$ cat config.mk
export PLATFORM = sky130hd
export DESIGN_NAME = signed_packet_field_parser_flat
export DESIGN_NICKNAME = d
export VERILOG_FILES = /design/src/hw/rtl/spfp_pkg.sv /design/src/hw/rtl/spfp_if.sv /design/src/hw/rtl/spfp_field_decode.sv /design/src/hw/rtl/spfp_track.sv /design/src/hw/rtl/signed_packet_field_parser.sv /design/src/flat_wrapper.sv
export SDC_FILE = /design/constraint.sdc
export NUM_CORES = 1
export LEC_CHECK = 0
export BUFFER_PORTS_ARGS = -buffer_cell sky130_fd_sc_hd__buf_4
export CAP_MARGIN = 20
export CORE_MARGIN = 5
export CORE_UTILIZATION = 45
export DETAILED_ROUTE_END_ITERATION = 7
export SKIP_CTS_REPAIR_TIMING = 1
export SYNTH_ARGS = -nofsm -noshare
export SYNTH_HDL_FRONTEND = slang
export SYNTH_SLANG_ARGS = --single-unit
export TNS_END_PERCENT = 10
$ cat constraint.sdc
create_clock -name clk -period 15.6 [get_ports clk]
set_input_delay 0.78 -clock clk [delete_from_list [all_inputs] [get_ports clk]]
set_output_delay 0.78 -clock clk [all_outputs]
set_load 0.02 [all_outputs]
$ cat src/hw/rtl/spfp_pkg.sv
`timescale 1ns / 1ps
// Shared types, constants and helpers of the signed packet field parser.
package spfp_pkg;

  // Fixed field and counter widths
  localparam int COUNT_W    = 24;
  localparam int OFFSET_W   = 20;
  localparam int TIME_W     = 64;
  localparam int LEN_W      = 32;
  localparam int MAXLEN_W   = 21;
  localparam int CFG_IDX_W  = 2;
  localparam int CFG_DATA_W = 21;

  localparam int HEADER_BYTES = 8;
  localparam int MAGIC_BYTES  = 6;
  localparam int TIME_BYTES   = 8;
  localparam int LENF_BYTES   = 4;

  // Defaults for the layout parameters of the top level
  localparam int DEF_KEY_BYTES   = 32;
  localparam int DEF_MSGID_BYTES = 32;
  localparam int DEF_NAME_BYTES  = 128;
  localparam int DEF_SIG_BYTES   = 64;

  localparam logic [COUNT_W-1:0]  COUNT_MAX  = '1;
  localparam logic [OFFSET_W-1:0] OFFSET_MAX = '1;

  // Register reset values
  localparam logic [7:0]          RST_SIGNED_VERSION = 8'd2;
  localparam logic [7:0]          RST_ANNOUNCE_ID    = 8'd1;
  localparam logic [7:0]          RST_TEXT_ID        = 8'd2;
  localparam logic [MAXLEN_W-1:0] RST_MAX_TEXT_BYTES = 21'd1048576;

  typedef enum logic [CFG_IDX_W-1:0] {
    REG_SIGNED_VERSION = 2'd0,
    REG_ANNOUNCE_ID    = 2'd1,
    REG_TEXT_ID        = 2'd2,
    REG_MAX_TEXT_BYTES = 2'd3
  } cfg_reg_t;

  typedef enum logic [1:0] {
    KIND_UNKNOWN  = 2'd0,
    KIND_ANNOUNCE = 2'd1,
    KIND_TEXT     = 2'd2
  } kind_t;

  typedef enum logic [2:0] {
    ERR_NONE     = 3'd0,
    ERR_SHORT    = 3'd1,
    ERR_MAGIC    = 3'd2,
    ERR_VERSION  = 3'd3,
    ERR_ID       = 3'd4,
    ERR_TOO_LONG = 3'd5,
    ERR_LEN      = 3'd6
  } error_t;

  typedef enum logic [3:0] {
    FLD_HEADER     = 4'd0,
    FLD_KEY        = 4'd1,
    FLD_VALID_FROM = 4'd2,
    FLD_MSGID      = 4'd3,
    FLD_AUTHOR     = 4'd4,
    FLD_TIME       = 4'd5,
    FLD_NAME       = 4'd6,
    FLD_LEN        = 4'd7,
    FLD_TEXT       = 4'd8,
    FLD_SIG        = 4'd9,
    FLD_EXCESS     = 4'd10
  } field_t;

  // Per-packet state seen by the field decoder
  typedef struct packed {
    logic [COUNT_W-1:0] count;
    kind_t              kind;
    logic [LEN_W-1:0]   len;
  } track_state_t;

  // Outcome of one byte step
  typedef struct packed {
    kind_t             kind;
    error_t            err;
    logic              ok;
    logic [TIME_W-1:0] time_val;
    logic [LEN_W-1:0]  len;
  } verdict_t;

  // Expected magic byte at header position idx
  function automatic logic [7:0] magic_byte(input logic [2:0] idx);
    logic [7:0] val;
    case (idx)
      3'd0:    val = 8'h66;
      3'd1:    val = 8'h77;
      3'd2:    val = 8'h88;
      3'd3:    val = 8'h11;
      3'd4:    val = 8'h34;
      3'd5:    val = 8'h35;
      default: val = 8'h00;
    endcase
    return val;
  endfunction

endpackage

$ cat src/hw/rtl/spfp_if.sv
`timescale 1ns / 1ps
// Valid/ready channel interfaces for packet bytes in and tagged bytes out.
interface spfp_in_if;
  logic       valid;
  logic       ready;
  logic [7:0] byte_in;
  logic       end_of_packet;

  modport source (output valid, output byte_in, output end_of_packet, input ready);
  modport sink   (input valid, input byte_in, input end_of_packet, output ready);
endinterface

interface spfp_out_if;
  logic                          valid;
  logic                          ready;
  logic [7:0]                    byte_out;
  logic [3:0]                    field_code;
  logic [spfp_pkg::OFFSET_W-1:0] field_offset;
  logic                          packet_done;
  logic                          packet_ok;
  logic [1:0]                    packet_kind;
  logic [2:0]                    error_code;
  logic [spfp_pkg::TIME_W-1:0]   time_value;
  logic [spfp_pkg::LEN_W-1:0]    text_length;

  modport source (output valid, output byte_out, output field_code, output field_offset,
                  output packet_done, output packet_ok, output packet_kind,
                  output error_code, output time_value, output text_length, input ready);
  modport sink   (input valid, input byte_out, input field_code, input field_offset,
                  input packet_done, input packet_ok, input packet_kind,
                  input error_code, input time_value, input text_length, output ready);
endinterface

$ cat src/hw/rtl/spfp_field_decode.sv
`timescale 1ns / 1ps
// Field tag and in-field offset of the current byte from the packet position.
module spfp_field_decode #(
  parameter int KEY_BYTES   = spfp_pkg::DEF_KEY_BYTES,
  parameter int MSGID_BYTES = spfp_pkg::DEF_MSGID_BYTES,
  parameter int NAME_BYTES  = spfp_pkg::DEF_NAME_BYTES,
  parameter int SIG_BYTES   = spfp_pkg::DEF_SIG_BYTES
) (
  input  spfp_pkg::track_state_t          st,
  output spfp_pkg::field_t                code,
  output logic [spfp_pkg::OFFSET_W-1:0]   offset
);
  import spfp_pkg::*;

  localparam int SUM_W = LEN_W + 1;

  // Announcement layout boundaries
  localparam logic [COUNT_W-1:0] C_HDR_END  = COUNT_W'(HEADER_BYTES);
  localparam logic [COUNT_W-1:0] C_A_KEY    = COUNT_W'(HEADER_BYTES + KEY_BYTES);
  localparam logic [COUNT_W-1:0] C_A_VF     = COUNT_W'(HEADER_BYTES + KEY_BYTES + TIME_BYTES);
  localparam logic [COUNT_W-1:0] C_A_SIG    =
    COUNT_W'(HEADER_BYTES + KEY_BYTES + TIME_BYTES + SIG_BYTES);

  // Signed text layout boundaries
  localparam logic [COUNT_W-1:0] C_T_MSG    = COUNT_W'(HEADER_BYTES + MSGID_BYTES);
  localparam logic [COUNT_W-1:0] C_T_AUTH   = COUNT_W'(HEADER_BYTES + MSGID_BYTES + KEY_BYTES);
  localparam logic [COUNT_W-1:0] C_T_TIME   =
    COUNT_W'(HEADER_BYTES + MSGID_BYTES + KEY_BYTES + TIME_BYTES);
  localparam logic [COUNT_W-1:0] C_T_NAME   =
    COUNT_W'(HEADER_BYTES + MSGID_BYTES + KEY_BYTES + TIME_BYTES + NAME_BYTES);
  localparam logic [COUNT_W-1:0] C_T_LEN    =
    COUNT_W'(HEADER_BYTES + MSGID_BYTES + KEY_BYTES + TIME_BYTES + NAME_BYTES + LENF_BYTES);
  localparam logic [COUNT_W-1:0] C_SIG      = COUNT_W'(SIG_BYTES);

  logic [COUNT_W-1:0] p;
  logic [COUNT_W-1:0] rel;
  logic [SUM_W-1:0]   text_end;
  logic [COUNT_W-1:0] post_text;

  assign p = st.count;

  // End of the text field; past it the position is small enough to truncate
  assign text_end  = SUM_W'(C_T_LEN) + SUM_W'(st.len);
  assign post_text = p - text_end[COUNT_W-1:0];

  // Locate the byte in the layout of the packet kind
  always_comb begin
    code = FLD_EXCESS;
    rel  = '0;
    if (p < C_HDR_END) begin
      code = FLD_HEADER;
      rel  = p;
    end else begin
      case (st.kind)
        KIND_ANNOUNCE: begin
          if (p < C_A_KEY) begin
            code = FLD_KEY;
            rel  = p - C_HDR_END;
          end else if (p < C_A_VF) begin
            code = FLD_VALID_FROM;
            rel  = p - C_A_KEY;
          end else if (p < C_A_SIG) begin
            code = FLD_SIG;
            rel  = p - C_A_VF;
          end else begin
            code = FLD_EXCESS;
            rel  = p - C_A_SIG;
          end
        end
        KIND_TEXT: begin
          if (p < C_T_MSG) begin
            code = FLD_MSGID;
            rel  = p - C_HDR_END;
          end else if (p < C_T_AUTH) begin
            code = FLD_AUTHOR;
            rel  = p - C_T_MSG;
          end else if (p < C_T_TIME) begin
            code = FLD_TIME;
            rel  = p - C_T_AUTH;
          end else if (p < C_T_NAME) begin
            code = FLD_NAME;
            rel  = p - C_T_TIME;
          end else if (p < C_T_LEN) begin
            code = FLD_LEN;
            rel  = p - C_T_NAME;
          end else if (SUM_W'(p) < text_end) begin
            code = FLD_TEXT;
            rel  = p - C_T_LEN;
          end else if (post_text < C_SIG) begin
            code = FLD_SIG;
            rel  = post_text;
          end else begin
            code = FLD_EXCESS;
            rel  = post_text - C_SIG;
          end
        end
        default: begin
          code = FLD_EXCESS;
          rel  = p - C_HDR_END;
        end
      endcase
    end
  end

  // Saturate the offset
  assign offset = (|rel[COUNT_W-1:OFFSET_W]) ? OFFSET_MAX : rel[OFFSET_W-1:0];

endmodule

$ cat src/hw/rtl/spfp_track.sv
`timescale 1ns / 1ps
// Per-packet state: header checks, field assembly, byte count and final verdict.
module spfp_track #(
  parameter int KEY_BYTES   = spfp_pkg::DEF_KEY_BYTES,
  parameter int MSGID_BYTES = spfp_pkg::DEF_MSGID_BYTES,
  parameter int NAME_BYTES  = spfp_pkg::DEF_NAME_BYTES,
  parameter int SIG_BYTES   = spfp_pkg::DEF_SIG_BYTES
) (
  input  logic                            clk,
  input  logic                            rst_n,
  input  logic                            step,
  input  logic [7:0]                      byte_in,
  input  logic                            last,
  input  spfp_pkg::field_t                code,
  input  logic [7:0]                      signed_version,
  input  logic [7:0]                      announce_id,
  input  logic [7:0]                      text_id,
  input  logic [spfp_pkg::MAXLEN_W-1:0]   max_text_bytes,
  output spfp_pkg::track_state_t          st,
  output spfp_pkg::verdict_t              verdict
);
  import spfp_pkg::*;

  localparam int SUM_W      = LEN_W + 2;
  localparam int ANN_SIZE   = HEADER_BYTES + KEY_BYTES + TIME_BYTES + SIG_BYTES;
  localparam int FIXED_SIZE =
    HEADER_BYTES + MSGID_BYTES + KEY_BYTES + TIME_BYTES + NAME_BYTES + LENF_BYTES;

  // Header positions, and size checks on the position of the final byte (size minus one)
  localparam logic [COUNT_W-1:0] C_HDR_LAST  = COUNT_W'(HEADER_BYTES - 1);
  localparam logic [COUNT_W-1:0] C_HDR_END   = COUNT_W'(HEADER_BYTES);
  localparam logic [COUNT_W-1:0] C_MAGIC_END = COUNT_W'(MAGIC_BYTES);
  localparam logic [COUNT_W-1:0] C_VER_POS   = COUNT_W'(HEADER_BYTES - 2);
  localparam logic [COUNT_W-1:0] C_ANN_LAST  = COUNT_W'(ANN_SIZE - 1);
  localparam logic [COUNT_W-1:0] C_TXT_MIN   = COUNT_W'(FIXED_SIZE + SIG_BYTES - 1);
  localparam logic [SUM_W-1:0]   C_TXT_BASE  = SUM_W'(FIXED_SIZE + SIG_BYTES);

  logic [COUNT_W-1:0] count_r, count_nxt;
  kind_t              kind_r, kind_nxt;
  error_t             ferr_r, ferr_nxt;
  logic [TIME_W-1:0]  time_r, time_nxt;
  logic [LEN_W-1:0]   len_r, len_nxt;
  error_t             hdr_err;
  error_t             err;
  logic [SUM_W-1:0]   txt_total;
  logic [SUM_W-1:0]   pkt_total;

  // Check the header byte and classify by the id byte
  always_comb begin
    hdr_err  = ERR_NONE;
    kind_nxt = kind_r;
    if (count_r < C_MAGIC_END) begin
      if (byte_in != magic_byte(count_r[2:0])) hdr_err = ERR_MAGIC;
    end else if (count_r == C_VER_POS) begin
      if (byte_in != signed_version) hdr_err = ERR_VERSION;
    end else if (count_r < C_HDR_END) begin
      if (byte_in == announce_id) begin
        kind_nxt = KIND_ANNOUNCE;
      end else if (byte_in == text_id) begin
        kind_nxt = KIND_TEXT;
      end else begin
        kind_nxt = KIND_UNKNOWN;
        hdr_err  = ERR_ID;
      end
    end
  end

  // Keep the first header fault only
  assign ferr_nxt = (ferr_r == ERR_NONE) ? hdr_err : ferr_r;

  // Shift in timestamp and length bytes big-endian
  assign time_nxt = (code == FLD_VALID_FROM || code == FLD_TIME) ?
                    {time_r[TIME_W-9:0], byte_in} : time_r;
  assign len_nxt  = (code == FLD_LEN) ? {len_r[LEN_W-9:0], byte_in} : len_r;

  assign count_nxt = (count_r == COUNT_MAX) ? count_r : count_r + COUNT_W'(1);

  assign txt_total = C_TXT_BASE + SUM_W'(len_nxt);
  assign pkt_total = SUM_W'(count_r) + SUM_W'(1);

  // Verdict on the final byte in check order
  always_comb begin
    err = ERR_NONE;
    if (last) begin
      if (count_r < C_HDR_LAST) begin
        err = ERR_SHORT;
      end else if (ferr_nxt != ERR_NONE) begin
        err = ferr_nxt;
      end else begin
        case (kind_nxt)
          KIND_ANNOUNCE: begin
            if (count_r < C_ANN_LAST)       err = ERR_SHORT;
            else if (count_r != C_ANN_LAST) err = ERR_LEN;
          end
          KIND_TEXT: begin
            if (count_r < C_TXT_MIN)                     err = ERR_SHORT;
            else if (len_nxt > LEN_W'(max_text_bytes))   err = ERR_TOO_LONG;
            else if (txt_total != pkt_total)             err = ERR_LEN;
          end
          default: err = ERR_ID;
        endcase
      end
    end
  end

  assign verdict.kind     = kind_nxt;
  assign verdict.err      = err;
  assign verdict.ok       = last && (err == ERR_NONE);
  assign verdict.time_val = time_nxt;
  assign verdict.len      = len_nxt;

  assign st.count = count_r;
  assign st.kind  = kind_r;
  assign st.len   = len_r;

  // Advance per byte; drop all packet state after the final byte
  always_ff @(posedge clk) begin
    if (!rst_n) begin
      count_r <= '0;
      kind_r  <= KIND_UNKNOWN;
      ferr_r  <= ERR_NONE;
      time_r  <= '0;
      len_r   <= '0;
    end else if (step) begin
      if (last) begin
        count_r <= '0;
        kind_r  <= KIND_UNKNOWN;
        ferr_r  <= ERR_NONE;
        time_r  <= '0;
        len_r   <= '0;
      end else begin
        count_r <= count_nxt;
        kind_r  <= kind_nxt;
        ferr_r  <= ferr_nxt;
        time_r  <= time_nxt;
        len_r   <= len_nxt;
      end
    end
  end

endmodule

$ cat src/hw/rtl/signed_packet_field_parser.sv
`timescale 1ns / 1ps
// A byte taken into the input register moves on to the result register once that is free.
// Throughput: one byte per cycle while the result channel is ready; the packet state
//   registers are updated in a single pass.
// An input register and a result register decouple the two channels.
// Reset (synchronous, rst_n low) clears packet state and channel valids, and loads the
//   config registers with their default values.
module signed_packet_field_parser #(
  parameter int KEY_BYTES   = spfp_pkg::DEF_KEY_BYTES,
  parameter int MSGID_BYTES = spfp_pkg::DEF_MSGID_BYTES,
  parameter int NAME_BYTES  = spfp_pkg::DEF_NAME_BYTES,
  parameter int SIG_BYTES   = spfp_pkg::DEF_SIG_BYTES
) (
  input  logic                              clk,
  input  logic                              rst_n,
  spfp_in_if.sink                           in_ch,
  spfp_out_if.source                        out_ch,
  input  logic                              cfg_wr_en,
  input  logic [spfp_pkg::CFG_IDX_W-1:0]    cfg_index,
  input  logic [spfp_pkg::CFG_DATA_W-1:0]   cfg_data
);
  import spfp_pkg::*;

  // Configuration registers
  logic [7:0]          signed_version_r;
  logic [7:0]          announce_id_r;
  logic [7:0]          text_id_r;
  logic [MAXLEN_W-1:0] max_text_bytes_r;

  // Input register
  logic       s1_valid_r;
  logic [7:0] s1_byte_r;
  logic       s1_last_r;

  // Result register
  logic                out_valid_r;
  logic [7:0]          out_byte_r;
  field_t              out_code_r;
  logic [OFFSET_W-1:0] out_offset_r;
  logic                out_done_r;
  logic                out_ok_r;
  kind_t               out_kind_r;
  error_t              out_err_r;
  logic [TIME_W-1:0]   out_time_r;
  logic [LEN_W-1:0]    out_len_r;

  logic                out_free;
  logic                s1_go;
  track_state_t        trk_st;
  verdict_t            trk_verdict;
  field_t              dec_code;
  logic [OFFSET_W-1:0] dec_offset;

  assign out_free    = !out_valid_r || out_ch.ready;
  assign s1_go       = s1_valid_r && out_free;
  assign in_ch.ready = !s1_valid_r || s1_go;

  // Hold register writes
  always_ff @(posedge clk) begin
    if (!rst_n) begin
      signed_version_r <= RST_SIGNED_VERSION;
      announce_id_r    <= RST_ANNOUNCE_ID;
      text_id_r        <= RST_TEXT_ID;
      max_text_bytes_r <= RST_MAX_TEXT_BYTES;
    end else if (cfg_wr_en) begin
      case (cfg_reg_t'(cfg_index))
        REG_SIGNED_VERSION: signed_version_r <= cfg_data[7:0];
        REG_ANNOUNCE_ID:    announce_id_r    <= cfg_data[7:0];
        REG_TEXT_ID:        text_id_r        <= cfg_data[7:0];
        REG_MAX_TEXT_BYTES: max_text_bytes_r <= cfg_data[MAXLEN_W-1:0];
        default: ;
      endcase
    end
  end

  // Capture an input transfer
  always_ff @(posedge clk) begin
    if (!rst_n) begin
      s1_valid_r <= 1'b0;
    end else if (in_ch.ready) begin
      s1_valid_r <= in_ch.valid;
    end
  end

  always_ff @(posedge clk) begin
    if (in_ch.valid && in_ch.ready) begin
      s1_byte_r <= in_ch.byte_in;
      s1_last_r <= in_ch.end_of_packet;
    end
  end

  spfp_field_decode #(
    .KEY_BYTES   (KEY_BYTES),
    .MSGID_BYTES (MSGID_BYTES),
    .NAME_BYTES  (NAME_BYTES),
    .SIG_BYTES   (SIG_BYTES)
  ) u_decode (
    .st     (trk_st),
    .code   (dec_code),
    .offset (dec_offset)
  );

  spfp_track #(
    .KEY_BYTES   (KEY_BYTES),
    .MSGID_BYTES (MSGID_BYTES),
    .NAME_BYTES  (NAME_BYTES),
    .SIG_BYTES   (SIG_BYTES)
  ) u_track (
    .clk            (clk),
    .rst_n          (rst_n),
    .step           (s1_go),
    .byte_in        (s1_byte_r),
    .last           (s1_last_r),
    .code           (dec_code),
    .signed_version (signed_version_r),
    .announce_id    (announce_id_r),
    .text_id        (text_id_r),
    .max_text_bytes (max_text_bytes_r),
    .st             (trk_st),
    .verdict        (trk_verdict)
  );

  // Load the result register; drop valid once the result is taken
  always_ff @(posedge clk) begin
    if (!rst_n) begin
      out_valid_r <= 1'b0;
    end else if (out_free) begin
      out_valid_r <= s1_valid_r;
    end
  end

  always_ff @(posedge clk) begin
    if (s1_go) begin
      out_byte_r   <= s1_byte_r;
      out_code_r   <= dec_code;
      out_offset_r <= dec_offset;
      out_done_r   <= s1_last_r;
      out_ok_r     <= trk_verdict.ok;
      out_kind_r   <= trk_verdict.kind;
      out_err_r    <= trk_verdict.err;
      out_time_r   <= trk_verdict.time_val;
      out_len_r    <= trk_verdict.len;
    end
  end

  assign out_ch.valid        = out_valid_r;
  assign out_ch.byte_out     = out_byte_r;
  assign out_ch.field_code   = out_code_r;
  assign out_ch.field_offset = out_offset_r;
  assign out_ch.packet_done  = out_done_r;
  assign out_ch.packet_ok    = out_ok_r;
  assign out_ch.packet_kind  = out_kind_r;
  assign out_ch.error_code   = out_err_r;
  assign out_ch.time_value   = out_time_r;
  assign out_ch.text_length  = out_len_r;

`ifndef SYNTH
  // Verdict is consistent with the error code on the final byte
  a_done_ok: assert property (@(posedge clk) disable iff (!rst_n)
    out_ch.valid && out_ch.packet_done |-> (out_ch.packet_ok == (out_ch.error_code == ERR_NONE)))
    else $error("packet_ok disagrees with error_code");

  // No verdict before the final byte
  a_mid_quiet: assert property (@(posedge clk) disable iff (!rst_n)
    out_ch.valid && !out_ch.packet_done |-> !out_ch.packet_ok && out_ch.error_code == ERR_NONE)
    else $error("verdict shown on a non-final byte");

  // Packet state restarts after the final byte
  a_clear: assert property (@(posedge clk) disable iff (!rst_n)
    s1_go && s1_last_r |=> trk_st.count == '0 && trk_st.len == '0 && trk_st.kind == KIND_UNKNOWN)
    else $error("packet state not cleared after final byte");
`endif

endmodule

$ cat src/flat_wrapper.sv
// flat-port wrapper written by rule: the top's interface ports become plain ports
module signed_packet_field_parser_flat import spfp_pkg::*;
#(
  parameter int KEY_BYTES   = spfp_pkg::DEF_KEY_BYTES,
  parameter int MSGID_BYTES = spfp_pkg::DEF_MSGID_BYTES,
  parameter int NAME_BYTES  = spfp_pkg::DEF_NAME_BYTES,
  parameter int SIG_BYTES   = spfp_pkg::DEF_SIG_BYTES
)
  (clk, rst_n, cfg_wr_en, cfg_index, cfg_data, in_ch_valid, in_ch_byte_in, in_ch_end_of_packet, in_ch_ready, out_ch_valid, out_ch_byte_out, out_ch_field_code, out_ch_field_offset, out_ch_packet_done, out_ch_packet_ok, out_ch_packet_kind, out_ch_error_code, out_ch_time_value, out_ch_text_length, out_ch_ready);
  spfp_in_if in_ch_i ();
  spfp_out_if out_ch_i ();
  input  logic clk;
  input  logic rst_n;
  input  logic cfg_wr_en;
  input  logic [spfp_pkg::CFG_IDX_W-1:0] cfg_index;
  input  logic [spfp_pkg::CFG_DATA_W-1:0] cfg_data;
  input wire logic [$bits(in_ch_i.valid)-1:0] in_ch_valid;
  input wire logic [$bits(in_ch_i.byte_in)-1:0] in_ch_byte_in;
  input wire logic [$bits(in_ch_i.end_of_packet)-1:0] in_ch_end_of_packet;
  output wire logic [$bits(in_ch_i.ready)-1:0] in_ch_ready;
  output wire logic [$bits(out_ch_i.valid)-1:0] out_ch_valid;
  output wire logic [$bits(out_ch_i.byte_out)-1:0] out_ch_byte_out;
  output wire logic [$bits(out_ch_i.field_code)-1:0] out_ch_field_code;
  output wire logic [$bits(out_ch_i.field_offset)-1:0] out_ch_field_offset;
  output wire logic [$bits(out_ch_i.packet_done)-1:0] out_ch_packet_done;
  output wire logic [$bits(out_ch_i.packet_ok)-1:0] out_ch_packet_ok;
  output wire logic [$bits(out_ch_i.packet_kind)-1:0] out_ch_packet_kind;
  output wire logic [$bits(out_ch_i.error_code)-1:0] out_ch_error_code;
  output wire logic [$bits(out_ch_i.time_value)-1:0] out_ch_time_value;
  output wire logic [$bits(out_ch_i.text_length)-1:0] out_ch_text_length;
  input wire logic [$bits(out_ch_i.ready)-1:0] out_ch_ready;
  assign in_ch_i.valid = in_ch_valid;
  assign in_ch_i.byte_in = in_ch_byte_in;
  assign in_ch_i.end_of_packet = in_ch_end_of_packet;
  assign in_ch_ready = in_ch_i.ready;
  assign out_ch_valid = out_ch_i.valid;
  assign out_ch_byte_out = out_ch_i.byte_out;
  assign out_ch_field_code = out_ch_i.field_code;
  assign out_ch_field_offset = out_ch_i.field_offset;
  assign out_ch_packet_done = out_ch_i.packet_done;
  assign out_ch_packet_ok = out_ch_i.packet_ok;
  assign out_ch_packet_kind = out_ch_i.packet_kind;
  assign out_ch_error_code = out_ch_i.error_code;
  assign out_ch_time_value = out_ch_i.time_value;
  assign out_ch_text_length = out_ch_i.text_length;
  assign out_ch_i.ready = out_ch_ready;
  signed_packet_field_parser #(.KEY_BYTES(KEY_BYTES), .MSGID_BYTES(MSGID_BYTES), .NAME_BYTES(NAME_BYTES), .SIG_BYTES(SIG_BYTES)) u_core (.clk(clk), .rst_n(rst_n), .in_ch(in_ch_i), .out_ch(out_ch_i), .cfg_wr_en(cfg_wr_en), .cfg_index(cfg_index), .cfg_data(cfg_data));
endmodule
==> run_results.csv, run 1 <==
group,metric,value,unit
placement,gp_congestion,0.960,
setup_path,cp-end-kind,"flip-flop",
power_and_ir_drop,switching_power,0.444,mW
global_route,antenna_found_initial,1,
drt,viasPerCell,6.21,
clock_tree,clk_path_buf_depth,3,
yosys,synth_flop_cell,"dfxtp_1",
sta,fin_setup_tns,0,ns
yosys,yosys_warnings,0,
yosys,syn_inst,2357,
sta,tightest_slew,1.05,ns
yosys,syn_nets,2460,
min_path,hold_path.class,"input pin to flip-flop",
clock_tree,root_buffer,"clkbuf_16",
setup_path,crit_fanout,45,
floorplan,fp.dieW,225,um
power_and_ir_drop,swShare,23.6,%
power_and_ir_drop,seqPwrFrac,47.6,%
floorplan,die_y,225,um
final_layout,fin_util,51.6,%
placement,portBuffers,173,
yosys,synth-seq-area-share,37.2,%
final_layout,drive_gt1_share,16.2,%
sta,fin_crit_sh,50.4,%
sta,fin_worst_skew,0.0231,ns
placement,post-dp-hpwl,53500,um
setup_path,cp_data_arrival_time,8.14,ns
power_and_ir_drop,max-vdd-ir-drop,0.0947,mV
power_and_ir_drop,p_leak,9.34,nW
drt,wirelength,74400,um
clock_tree,path_clk_slew,0.06,ns
placement,place_ws,8.03,ns
sta,hold_viol,0,
sta,finalSetupViolations,0,
sta,max_freq,0.127,GHz
clock_tree,cts_num_sinks,316,
yosys,netlist_area,20900,um^2
yosys,syn_avg_cell_area,8.85,um^2
run,drv_cap,0,
outcome,status,"complete, no violations",
clock_tree,clkLatencyLatePin,0.57,ns
power_and_ir_drop,intPower,1.44,mW
sta,setup_ws,7.74,ns
clock_tree,cts_buffers,37,
yosys,yosys.area.top_type,"edfxtp_1",
sta,rsz0062_at_grt,"no",
clock_tree,cts_tree,"built",
yosys,synth_edf_count,144,
global_route,grtUsageTotal,28.3,%
yosys,synthArstFlopShare,0,%
drt,drt_iter0_markers,2140,
setup_path,critPathLaunchType,"flip-flop",
floorplan,core_area,46200,um^2
floorplan,rows,79,
setup_path,required,15.88,ns
power_and_ir_drop,pwr-share-comb,5.9,%
drt,avgRoutedWirePerCell,24.2,um
drt,antenna_left,0,
setup_path,crit_type,"flip-flop to flip-flop",
clock_tree,htreeDepth,2,
yosys,synth_top_area_share,20.7,%
floorplan,start_util,45.2,%
final_layout,n_antenna_cell,0,
power_and_ir_drop,clkPwrFrac,46.4,%
sta,final_max_slew_viol_count,0,
final_layout,area_growth,14.1,%
global_route,grt_max_degree,109,
yosys,synthTopCellsByArea,"edfxtp_1 21%, dfxtp_1 17%, nand2_1 4.9%, xnor2_1 4.8%, mux2_2 3.9%",
power_and_ir_drop,power_density,79.1,nW/um^2
global_route,grt_pass1_wl,113000,um
drt,vias,19100,
drt,drc,0,
yosys,yosysUniqueCellTypes,98,
sta,max_slew_margin,29.7,%
yosys,ys_ff_latch,316,
global_route,grt_overflow,0,
floorplan,dieArea,50800,um^2
global_route,grt_pass1_vias,18300,
drt,drt_pass1_iterations,7,
sta,period_needed,7.86,ns
floorplan,io_pins,174,
final_layout,nets,2544,
final_layout,num-fill-cells,4378,
area by class of cell:
class                      instances  area, um^2  area share, %
clock inverter                    17         213          0.893
multi-input combinational       1808       12200           51.1
sequential                       316        7770           32.6
inverter                          58         223          0.935
clock buffer                      51        1020           4.28
tap                              607         759           3.19
timing repair buffer             220        1660           6.97
layout by cell type (no fill, tap or decap), types with 13 or more instances in the layout:
cell type / Yosys / layout
xor2_1: 64 / 64
buf_4: 9 / 218
o21a_1: 15 / 15
a21boi_0: 35 / 35
or3_1: 22 / 22
a31oi_1: 20 / 20
a21oi_1: 104 / 104
nor4_1: 26 / 25
mux2_2: 73 / 73
o22ai_1: 14 / 14
o211ai_1: 23 / 23
nand2_1: 272 / 272
inv_1: 57 / 57
ha_1: 65 / 65
nand2b_1: 25 / 24
a22o_1: 67 / 66
nand4_1: 42 / 42
and2_1: 33 / 33
a211oi_1: 14 / 13
nor3_1: 69 / 69
nor2b_1: 70 / 69
a22oi_1: 38 / 38
nor2_1: 137 / 134
o21ai_0: 116 / 115
xnor2_1: 114 / 114
edfxtp_1: 144 / 144
mux2i_1: 28 / 28
dfxtp_1: 172 / 172
nand3_1: 75 / 75
clkbuf_16: 0 / 38
and3_1: 28 / 28
a21o_1: 16 / 16
cells by family after synthesis:
kind of cell    count (synthesis)  share of synthesized area (%)
compound gates                593                           20.2
xor+xnor                      178                           7.47
fa+ha+maj                      68                           4.09
buf+inv                       233                           4.72
flops                         316                           37.2
mux                           101                           5.28
simple gates                  868                           21.1
critical path, cell delays in order, from the launching register on:
cell and delay (ns):
dfxtp_1 0.68, inv_1 0.40, ha_1 0.38, a21boi_0 0.54, nor2b_1 0.08, or4_1 0.60
a311oi_2 0.46, a211oi_2 0.06, buf_4 0.25, nand2_2 0.73, o21ai_0 0.42, ha_1 0.40
a21o_1 0.18, a21oi_1 0.13, nor2b_1 0.05, o21ai_0 0.16, a21oi_1 0.08, a2111oi_0 0.62
a21bo_2 0.29, a21oi_1 0.12, o211ai_1 0.21, nand2b_1 0.24, o41ai_1 0.30, o211ai_1 0.18
state kept, by name (all words and copies together) (netlist names), 4 cells and up:
name and flops:
u_core.u_track.len_r 32, u_core.out_ch.text_length 32, u_core.announce_id_r 8, u_core.out_ch.field_code 4
u_core.out_ch.field_offset 20, u_core.u_track.count_r 24, u_core.out_ch.time_value 64, u_core.out_ch.byte_out 8
u_core.max_text_bytes_r 21, u_core.s1_byte_r 8, u_core.text_id_r 8, u_core.u_track.time_r 64
u_core.signed_version_r 8
final timing paths:
| kind | startpoint | to | slack (ns) | cells past startpoint |
|---|---|---|---|---|
| min | in_ch_byte_in[3] | u_core.s1_byte_r[3] | 0.39 | 1 |
| min reg2reg | u_core.max_text_bytes_r[3] | u_core.max_text_bytes_r[3] | 0.47 | 2 |
| max | u_core.u_track.count_r[5] | u_core.out_ch.error_code[2] | 7.74 | 23 |
| max reg2reg | u_core.u_track.count_r[5] | u_core.out_ch.error_code[2] | 7.74 | 23 |
layer usage:
metal | GRT usage (%) | share of wire [%]
met5 | 0 | 0
met4 | 10.7 | 4.2
met2 | 46.1 | 46
met3 | 3.92 | 6.7
met1 | 38.5 | 43
per-stage QoR:
step | total power [mW] | cells | hold WS [ns] | cell area (um^2)
2_1_floorplan | 0.977 | 2357 | 0.424 | 20900
3_3_place_gp | 1.03 | 3007 | 0.452 | 22600
3_5_place_dp | 1.03 | 3007 | 0.455 | 22600
4_1_cts | 1.91 | 3075 | 0.365 | 23800
5_1_grt | 1.95 | 3077 | 0.368 | 23800
6_report | 1.88 | 3077 | 0.385 | 23800
Yosys cell counts, types with 23 or more instances:
cell type	number
nand4_1	42
a22o_1	67
buf_2	26
nor2b_1	70
edfxtp_1	144
nor4_1	26
and2_1	33
mux2_2	73
nor2_1	137
o211ai_1	23
and3_1	28
a22oi_1	38
mux2i_1	28
o21ai_0	116
clkbuf_1	120
inv_1	57
dfxtp_1	172
nor3_1	69
a21oi_1	104
ha_1	65
xor2_1	64
nand2b_1	25
nand2_1	272
xnor2_1	114
a21boi_0	35
nand3_1	75
power by group through the flow:
| stage | Clock [mW] | Sequential (mW) | Combinational (mW) |
|---|---|---|---|
| 2_1_floorplan | 0 | 0.930 | 0.0476 |
| 3_3_place_gp | 0 | 0.915 | 0.112 |
| 3_5_place_dp | 0 | 0.915 | 0.113 |
| 4_1_cts | 0.895 | 0.898 | 0.113 |
| 5_1_grt | 0.934 | 0.899 | 0.120 |
| 6_report | 0.875 | 0.897 | 0.112 |
Note: power is estimated with default switching activity, not from simulation.
==> run 2: changes to the inputs <==
ABC_AREA = 1   (was not set)
clock period = 7.65 ns   (was 15.6 ns; I/O delays follow)
==> run 2 against run 1 <==
  * Worst hold slack got worse by 0.37 ns
  * Combinational power grew 110%
  * Final area up 1.7%
  * Maximum frequency is 13% higher
  * Sequential power rose by 110%
  * Clock power grew 93%
  * Die area increased by 0.87%
  * Highest routed layer unchanged
  * Area after synthesis up 0.91%
  * Core utilization is 0.53 points higher
==> run_results.csv, run 2 <==
group,metric,value,unit
placement,portBuffers,173,
drt,wirelength,80600,um
drt,top_layer,"met4",
sta,tightest_slew,1.16,ns
sta,fin_crit_sh,91.3,%
floorplan,start_util,45.3,%
global_route,grt_max_degree,99,
final_layout,n_antenna_cell,0,
sta,timing.hold.ws,0.0125,ns
setup_path,crit_start,"u_core.u_track.len_r[2]",
clock_tree,cts_tree,"built",
drt,wl_met2,36900,um
setup_path,crit_fanout,28,
clock_tree,cts_buffers,36,
clock_tree,clk_path_buf_depth,3,
drt,wl_met1,34100,um
global_route,grtUsageTotal,30.2,%
sta,period_needed,6.98,ns
setup_path,cp_slowest_cell,"dfxtp_2",
setup_path,r2r-start,"u_core.u_track.len_r[2]",
drt,drt_iter0_markers,2282,
final_layout,num-fill-cells,4611,
setup_path,crit_type,"flip-flop to flip-flop",
final_layout,nets,3352,
setup_path,cp_data_arrival_time,7.28,ns
final_layout,fin_util,52.1,%
yosys,yosysUniqueCellTypes,64,
global_route,grt_overflow,0,
min_path,hold_path.class,"input pin to flip-flop",
global_route,antenna_found_initial,0,
clock_tree,cts_num_sinks,316,
sta,max_freq,0.143,GHz
yosys,synth_edf_count,144,
yosys,syn_avg_cell_area,6.79,um^2
sta,rsz0062_at_grt,"no",
yosys,synth_top_area_share,20.5,%
setup_path,cp-end-kind,"flip-flop",
power_and_ir_drop,p_leak,11.0,nW
setup_path,critPathTopFamily,"simple AND/OR/NAND/NOR gates",
yosys,syn_inst,3100,
yosys,netlist_area,21100,um^2
floorplan,core_area,46500,um^2
placement,gp_congestion,1.02,
clock_tree,htreeDepth,2,
setup_path,required,7.95,ns
sta,hold_viol,0,
setup_path,crit_end,"u_core.out_ch.packet_ok",
setup_path,cp_num_buf_inv,6,
yosys,yosys_warnings,0,
yosys,synth-seq-area-share,36.9,%
setup_path,ff2ff_setup_slack,0.67,ns
floorplan,io_pins,174,
yosys,synth_flop_cell,"dfxtp_1",
placement,post-dp-hpwl,61700,um
min_path,min_path_cells,1,
setup_path,reg2reg_depth,52,
drt,antenna_left,0,
setup_path,critPathLaunchType,"flip-flop",
yosys,yosysMostFrequentCell,"nand2_1",
sta,final_max_slew_viol_count,0,
drt,avgRoutedWirePerCell,20.8,um
setup_path,reg2reg_to,"u_core.out_ch.packet_ok",
sta,fin_worst_skew,0.0222,ns
yosys,syn_nets,3203,
power_and_ir_drop,max-vdd-ir-drop,0.188,mV
sta,max_slew_margin,22.5,%
outcome,status,"complete, no violations",
floorplan,fp.dieW,226,um
sta,finalSetupViolations,0,
setup_path,timing.critical_path.mode_cell,"nand2_1",
yosys,ys_ff_latch,316,
drt,drt_pass1_iterations,6,
yosys,synthArstFlopShare,0,%
final_layout,drive_gt1_share,11.7,%
clock_tree,path_clk_slew,0.06,ns
final_layout,final_common_cell,"nand2_1",
floorplan,rows,79,
drt,vias,21500,
clock_tree,clkLatencyLatePin,0.56,ns
drt,drc,0,
floorplan,die_y,226,um
final_layout,layout_common_cells,"987 x nand2_1, 340 x inv_1, 334 x nor2_1, 238 x a21oi_1, 216 x buf_4",
drt,met3_length,5930,um
drt,viasPerCell,5.54,
global_route,grt_pass1_wl,121000,um
run,drv_cap,0,
setup_path,slowest_delay,0.39,ns
power_and_ir_drop,power_density,156,nW/um^2
global_route,grt_pass1_vias,20400,
floorplan,dieArea,51200,um^2
yosys,synthTopCellsByArea,"edfxtp_1 21%, nand2_1 18%, dfxtp_1 16%, inv_1 6.1%, nor2_1 6.0%",
sta,fin_setup_tns,0,ns
yosys,yosys.area.top_type,"edfxtp_1",
setup_path,cp.depth,52,
clock_tree,root_buffer,"clkbuf_16",
yosys,ys_top_cells_by_count,"989 x nand2_1, 342 x inv_1, 338 x nor2_1",
final_layout,area_growth,15.0,%
## run 2: cell families (layout without fill, tap and decap cells)
family          after synthesis  after routing  share of synthesized area (%)
simple gates               1622           1623                           32.1
compound gates              479            479                           12.7
flops                       316            316                           36.9
xor+xnor                    133            133                           5.53
buf+inv                     484            659                           8.90
fa+ha+maj                    66             66                           3.96
## run 2: final cells by class
| cell class | instances | area [um^2] | share of cell area (%) |
|---|---|---|---|
| Multi-Input combinational cell | 2301 | 11500 | 47.4 |
| Clock buffer | 51 | 1030 | 4.25 |
| Sequential cell | 316 | 7770 | 32.1 |
| Tap cell | 607 | 759 | 3.14 |
| Inverter | 377 | 1430 | 5.90 |
| Timing Repair Buffer | 217 | 1640 | 6.78 |
| Clock inverter | 14 | 103 | 0.424 |
## run 2: through the flow
step | total power, mW | setup slack [ns] | std cells | instance area [um^2]
3_5_place_dp | 2.12 | 0.496 | 3814 | 23000
4_1_cts | 3.80 | 0.465 | 3879 | 24100
2_1_floorplan | 2.01 | 2.04 | 3100 | 21100
6_report | 3.77 | 0.669 | 3883 | 24200
3_3_place_gp | 2.12 | 0.563 | 3814 | 23000
5_1_grt | 3.88 | 0.0155 | 3883 | 24200
## run 2: worst min-delay path by stage
stage,startpoint,end
floorplan,u_core.s1_byte_r[2],u_core.out_ch.byte_out[2]
global placement,u_core.u_track.time_r[57],u_core.u_track.time_r[57]
detailed placement,u_core.u_track.time_r[61],u_core.u_track.time_r[61]
CTS,in_ch_byte_in[7],u_core.s1_byte_r[7]
global route,in_ch_byte_in[6],u_core.s1_byte_r[6]
finish,in_ch_byte_in[3],u_core.s1_byte_r[3]
## run 2: report_power, final
part	leakage, nW	internal [mW]	switching (mW)
sequential	2.71	1.81	0.0282
combinational	7.73	0.0797	0.160
clock	0.564	0.950	0.739
total	11.0	2.84	0.927
## run 2: metal layers
metal | up-vias | track usage, %
li1 | 10300 | -
met1 | 10100 | 40.2
met2 | 910 | 49.3
met3 | 215 | 4.60
met4 | 0 | 12.3
met5 | - | 0
## run 2: worst reg2reg max path, delay by kind of cell (launching register included)
| kind | cells | cell delay, ns |
|---|---|---|
| XOR/XNOR | 1 | 0.11 |
| flip-flops | 1 | 0.39 |
| adder cells (fa/ha/maj) | 3 | 0.88 |
| AND/OR/NAND/NOR | 39 | 3.89 |
| buffers and inverters | 6 | 0.72 |
| AO/OA/AOI/OAI | 3 | 0.74 |
